## config.mk

```make
export PLATFORM = sky130hd
export DESIGN_NAME = isort_cell
export DESIGN_NICKNAME = d
export VERILOG_FILES = /design/src/sv/isort_pkg.sv /design/src/sv/isort_cell.sv
export SDC_FILE = /design/constraint.sdc
export NUM_CORES = 1
export LEC_CHECK = 0
export BUFFER_PORTS_ARGS = -buffer_cell sky130_fd_sc_hd__buf_2
export CORE_AREA = 2 2 80 89
export DETAILED_ROUTE_END_ITERATION = 8
export DIE_AREA = 0 0 82 91
export MAX_ROUTING_LAYER = met4
export PLACE_DENSITY = 0.76
export SETUP_SLACK_MARGIN = 0.1
export SLEW_MARGIN = 10
export SYNTH_ARGS = -nofsm -noshare
export SYNTH_HDL_FRONTEND = slang
export SYNTH_SLANG_ARGS = --single-unit
```

## constraint.sdc

```tcl
create_clock -name aclk -period 3.8 [get_ports aclk]
set_clock_uncertainty 0.05 [all_clocks]
set_input_delay 0.38 -clock aclk [delete_from_list [all_inputs] [get_ports aclk]]
set_output_delay 0.38 -clock aclk [all_outputs]
set_load 0.03 [all_outputs]
```

## src/sv/isort_pkg.sv

```systemverilog
// Shared types for the integer list sorter: element type and the per-cycle
// control word that drives every cell of the insertion chain. No dependencies.
`default_nettype none

package isort_pkg;

    localparam int ELEM_W = 32;

    typedef logic signed [ELEM_W-1:0] elem_t;

    // insert: place the arriving element in order
    // shift_lo: every cell takes its upper neighbor (drain from the low end)
    // shift_hi: every cell takes its lower neighbor (drain from the high end)
    typedef struct packed {
        logic insert;
        logic shift_lo;
        logic shift_hi;
    } cell_ctrl_t;

endpackage

`default_nettype wire

```

## src/sv/isort_cell.sv

```systemverilog
// One slot of the insertion chain: holds an element and its valid bit and
// trades data with its two neighbors. Depends on isort_pkg.
`default_nettype none

module isort_cell (
    input  wire logic                 aclk,
    input  wire logic                 aresetn,
    input  wire isort_pkg::cell_ctrl_t ctrl,
    input  wire isort_pkg::elem_t     new_val,
    input  wire isort_pkg::elem_t     lo_val,
    input  wire logic                 lo_valid,
    input  wire logic                 lo_ins,
    input  wire isort_pkg::elem_t     hi_val,
    input  wire logic                 hi_valid,
    output isort_pkg::elem_t          val,
    output logic                      valid,
    output logic                      ins
);

    isort_pkg::elem_t val_reg, val_next;
    logic             valid_reg, valid_next;

    // Chain is kept ascending; empty cells behave as +infinity.
    assign ins   = !valid_reg || (new_val < val_reg);
    assign val   = val_reg;
    assign valid = valid_reg;

    always_comb begin
        val_next   = val_reg;
        valid_next = valid_reg;
        if (ctrl.insert) begin
            if (ins) begin
                if (lo_ins) begin
                    val_next   = lo_val;
                    valid_next = lo_valid;
                end else begin
                    val_next   = new_val;
                    valid_next = 1'b1;
                end
            end
        end else if (ctrl.shift_lo) begin
            val_next   = hi_val;
            valid_next = hi_valid;
        end else if (ctrl.shift_hi) begin
            val_next   = lo_val;
            valid_next = lo_valid;
        end
    end

    always_ff @(posedge aclk) begin
        if (!aresetn) begin
            valid_reg <= 1'b0;
        end else begin
            valid_reg <= valid_next;
        end
    end

    always_ff @(posedge aclk) begin
        val_reg <= val_next;
    end

endmodule

`default_nettype wire

```

==> flow_summary.json <==
{
  "crit_chain": "inv_1 > ha_1 > and3_1 > a221o_1 > a2bb2oi_1 > a21oi_1 > o211ai_1 > o31a_1 > buf_2",
  "dp_cells": 508,
  "fin_cells": 515,
  "die_x_microns": 82,
  "status": "finished, final reports clean",
  "totalNegativeSetupSlack_ns": 0,
  "synth_top_area_share_pct": 33.6,
  "pwr-share-comb_pct": 39.7,
  "hold_buffers": 0,
  "required_ns": 3.37,
  "path_buf_inv": 2,
  "p_clk_share_pct": 20.2,
  "yosysUniqueCellTypes": 38,
  "cap_viol_max_count": 0,
  "cts-buffers-inserted": 5,
  "io_buffers": 137,
  "ys_ff_latch": 33,
  "firstDrtPassIters": 4,
  "yosysSeqAreaShare_pct": 34.3,
  "finalHoldViolCount": 0,
  "area_growth_pct": 28.9,
  "largest_reg_flops": 32,
  "period_needed_ns": 2.92,
  "yosysMostFrequentCell": "a21oi_1",
  "yosys.area.top_type": "edfxtp_1",
  "post_cts_resized": 0,
  "p_sw_share_pct": 36.6,
  "grt-ovfl-total": 0,
  "ios": 138,
  "antenna_found_initial": 0,
  "p_seq_share_pct": 40.1,
  "synth_fp_nets": 439,
  "crit_path_max_fanout": 2,
  "clock_path_buffers": 2,
  "min_path_type": "input pin to flip-flop",
  "die_h_microns": 91,
  "syn_inst": 304,
  "num_rows": 31,
  "worstSetupPathType": "flip-flop to primary output",
  "cts_setup_buffers": 0,
  "synth-main-ff-cell": "edfxtp_1",
  "p_leak_uw": 0.00181,
  "worstPathArrival_ns": 2.49,
  "viasPerCell": 5.34,
  "grt_pass1_wl_mm": 11.5,
  "cts_tree": "built",
  "ant_nets": 0,
  "ys_top_cells_by_area": "edfxtp_1 34%, ha_1 14%, mux2i_1 11%, a211oi_1 8.4%, a21oi_1 7.5%",
  "gp_congestion": 0.817,
  "syn_avg_cell_area_sq_um": 9.42,
  "syn_area_sq_mm": 0.00286,
  "power.internal_uw": 775,
  "yosys-top-cells-count": "43 x a21oi_1, 32 x a211oi_1, 32 x edfxtp_1, 32 x mux2i_1",
  "grt_setup_unrepaired": "no",
  "worst-slew-pin-transition_ns": 1.00,
  "p_total_uw": 1220,
  "worst_hold_slack_ns": 0.309,
  "die_area_sq_mm": 0.00746,
  "htree_levels": 2,
  "finalWirelength_mm": 7.47,
  "layout.nets": 568,
  "yosysWarnings": 0,
  "numClockSinks": 33,
  "slew_headroom_pct": 33.2,
  "grt_max_degree": 68,
  "grt_pass1_vias": 2533,
  "critPathLaunchType": "flip-flop",
  "critical_path.top_delay_family": "compound AO/OA/AOI/OAI gates",
  "grt_usage_pct": 20.0,
  "synthArstFlopShare_pct": 0,
  "power_density_mw_per_mm2": 331,
  "final_util_pct": 56.7,
  "endpoint_kind": "primary output",
  "drt_iter0_markers": 60,
  "cpMaxStageDelayCell": "edfxtp_1",
  "fmax_mhz": 343,
  "start_util_pct": 44.0,
  "drc": 0,
  "power_switching_uw": 447,
  "drive_above_1_share_pct": 34.6,
  "peakVddDrop_mv": 0.169,
  "wire_per_inst_microns": 14.5,
  "setup_viol": 0,
  "drv_slew": 0,
  "coreArea_sq_mm": 0.00652,
  "post-dp-hpwl_mm": 5.77,
  "insertion_delay_ns": 0.28,
  "clock_tree.root_cell": "clkbuf_8",
  "synth_edf_count": 32,
  "finalCritPeriodShare_pct": 76.7,
  "max_stage_delay_ns": 0.41,
  "num_vias": 2748,
  "antennaDiodeCount": 0,
  "clk_pin_slew_ns": 0.07
}
==> layer usage <==
metal | GRT usage, % | share of wire (%) | wire length (microns) | vias to the layer above
li1 | - | - | - | 1392
met1 | 24.3 | 43 | 3230 | 1246
met3 | 3.58 | 6.8 | 510 | 6
met5 | - | 0 | 0 | -
met2 | 34.3 | 49 | 3680 | 104
met4 | 4.03 | 0.72 | 54 | 0
==> layout make-up <==
type | instances | area, sq um
clock buffers | 6 | 72.6
multi-input cells | 221 | 1700
fillers | 604 | 2820
repair buffers | 141 | 716
inverters | 31 | 116
clock inverters | 1 | 3.75
flip-flops and latches | 33 | 981
well taps | 82 | 103
==> worst paths after layout <==
path	start	to	slack [ns]	cells past startpoint
max	val[7]	ins	0.88	9
min	aresetn	valid	0.31	3
max reg2reg	val[31]	val[17]	1.33	8
min reg2reg	valid	valid	0.47	2
==> per-stage QoR <==
stage	worst slack, ns	cell area (sq um)
floorplan	0.376	2860
global placement	1.19	3620
detailed placement	1.11	3620
CTS	0.886	3690
global route	0.701	3690
finish	0.884	3690
==> worst register-to-register path, stage by stage (launching register included) <==
cell      delay (ns)
edfxtp_1        0.36
inv_1           0.05
ha_1            0.37
nand4_1         0.18
nor4_1          0.42
nand2_1         0.15
a211oi_1        0.34
nor3_4          0.06
buf_4           0.23
==> cell usage in the layout (no fill, tap or decap), types with 3 or more instances in the layout <==
cell      netlist  final
buf_2           1    137
a21oi_1        43     43
a211oi_1       32     32
mux2i_1        32     32
edfxtp_1       32     32
inv_1          31     31
nor2b_1        31     31
ha_1           31     31
nand2_1        14     14
clkbuf_8        0      5
o21ai_0         4      4
buf_4           0      4
nand4_1         3      3
nand3_1         3      3
==> cells by family after synthesis <==
kind of cell	share of synthesized area, %
buffers and inverters	6.60
muxes	11.6
DFF	34.3
and+or+nand+nor	12.8
adders and majority gates	13.5
AOI/OAI and AO/OA	21.2
==> power groups by stage <==
stage / logic [uW] / clock network [uW] / registers (uW)
after floorplan: 221 / 0 / 595
after global placement: 476 / 0 / 496
after detailed placement: 487 / 0 / 498
after CTS: 490 / 254 / 491
after global routing: 536 / 271 / 497
final: 485 / 247 / 491
Note: power is estimated with default switching activity, not from simulation.
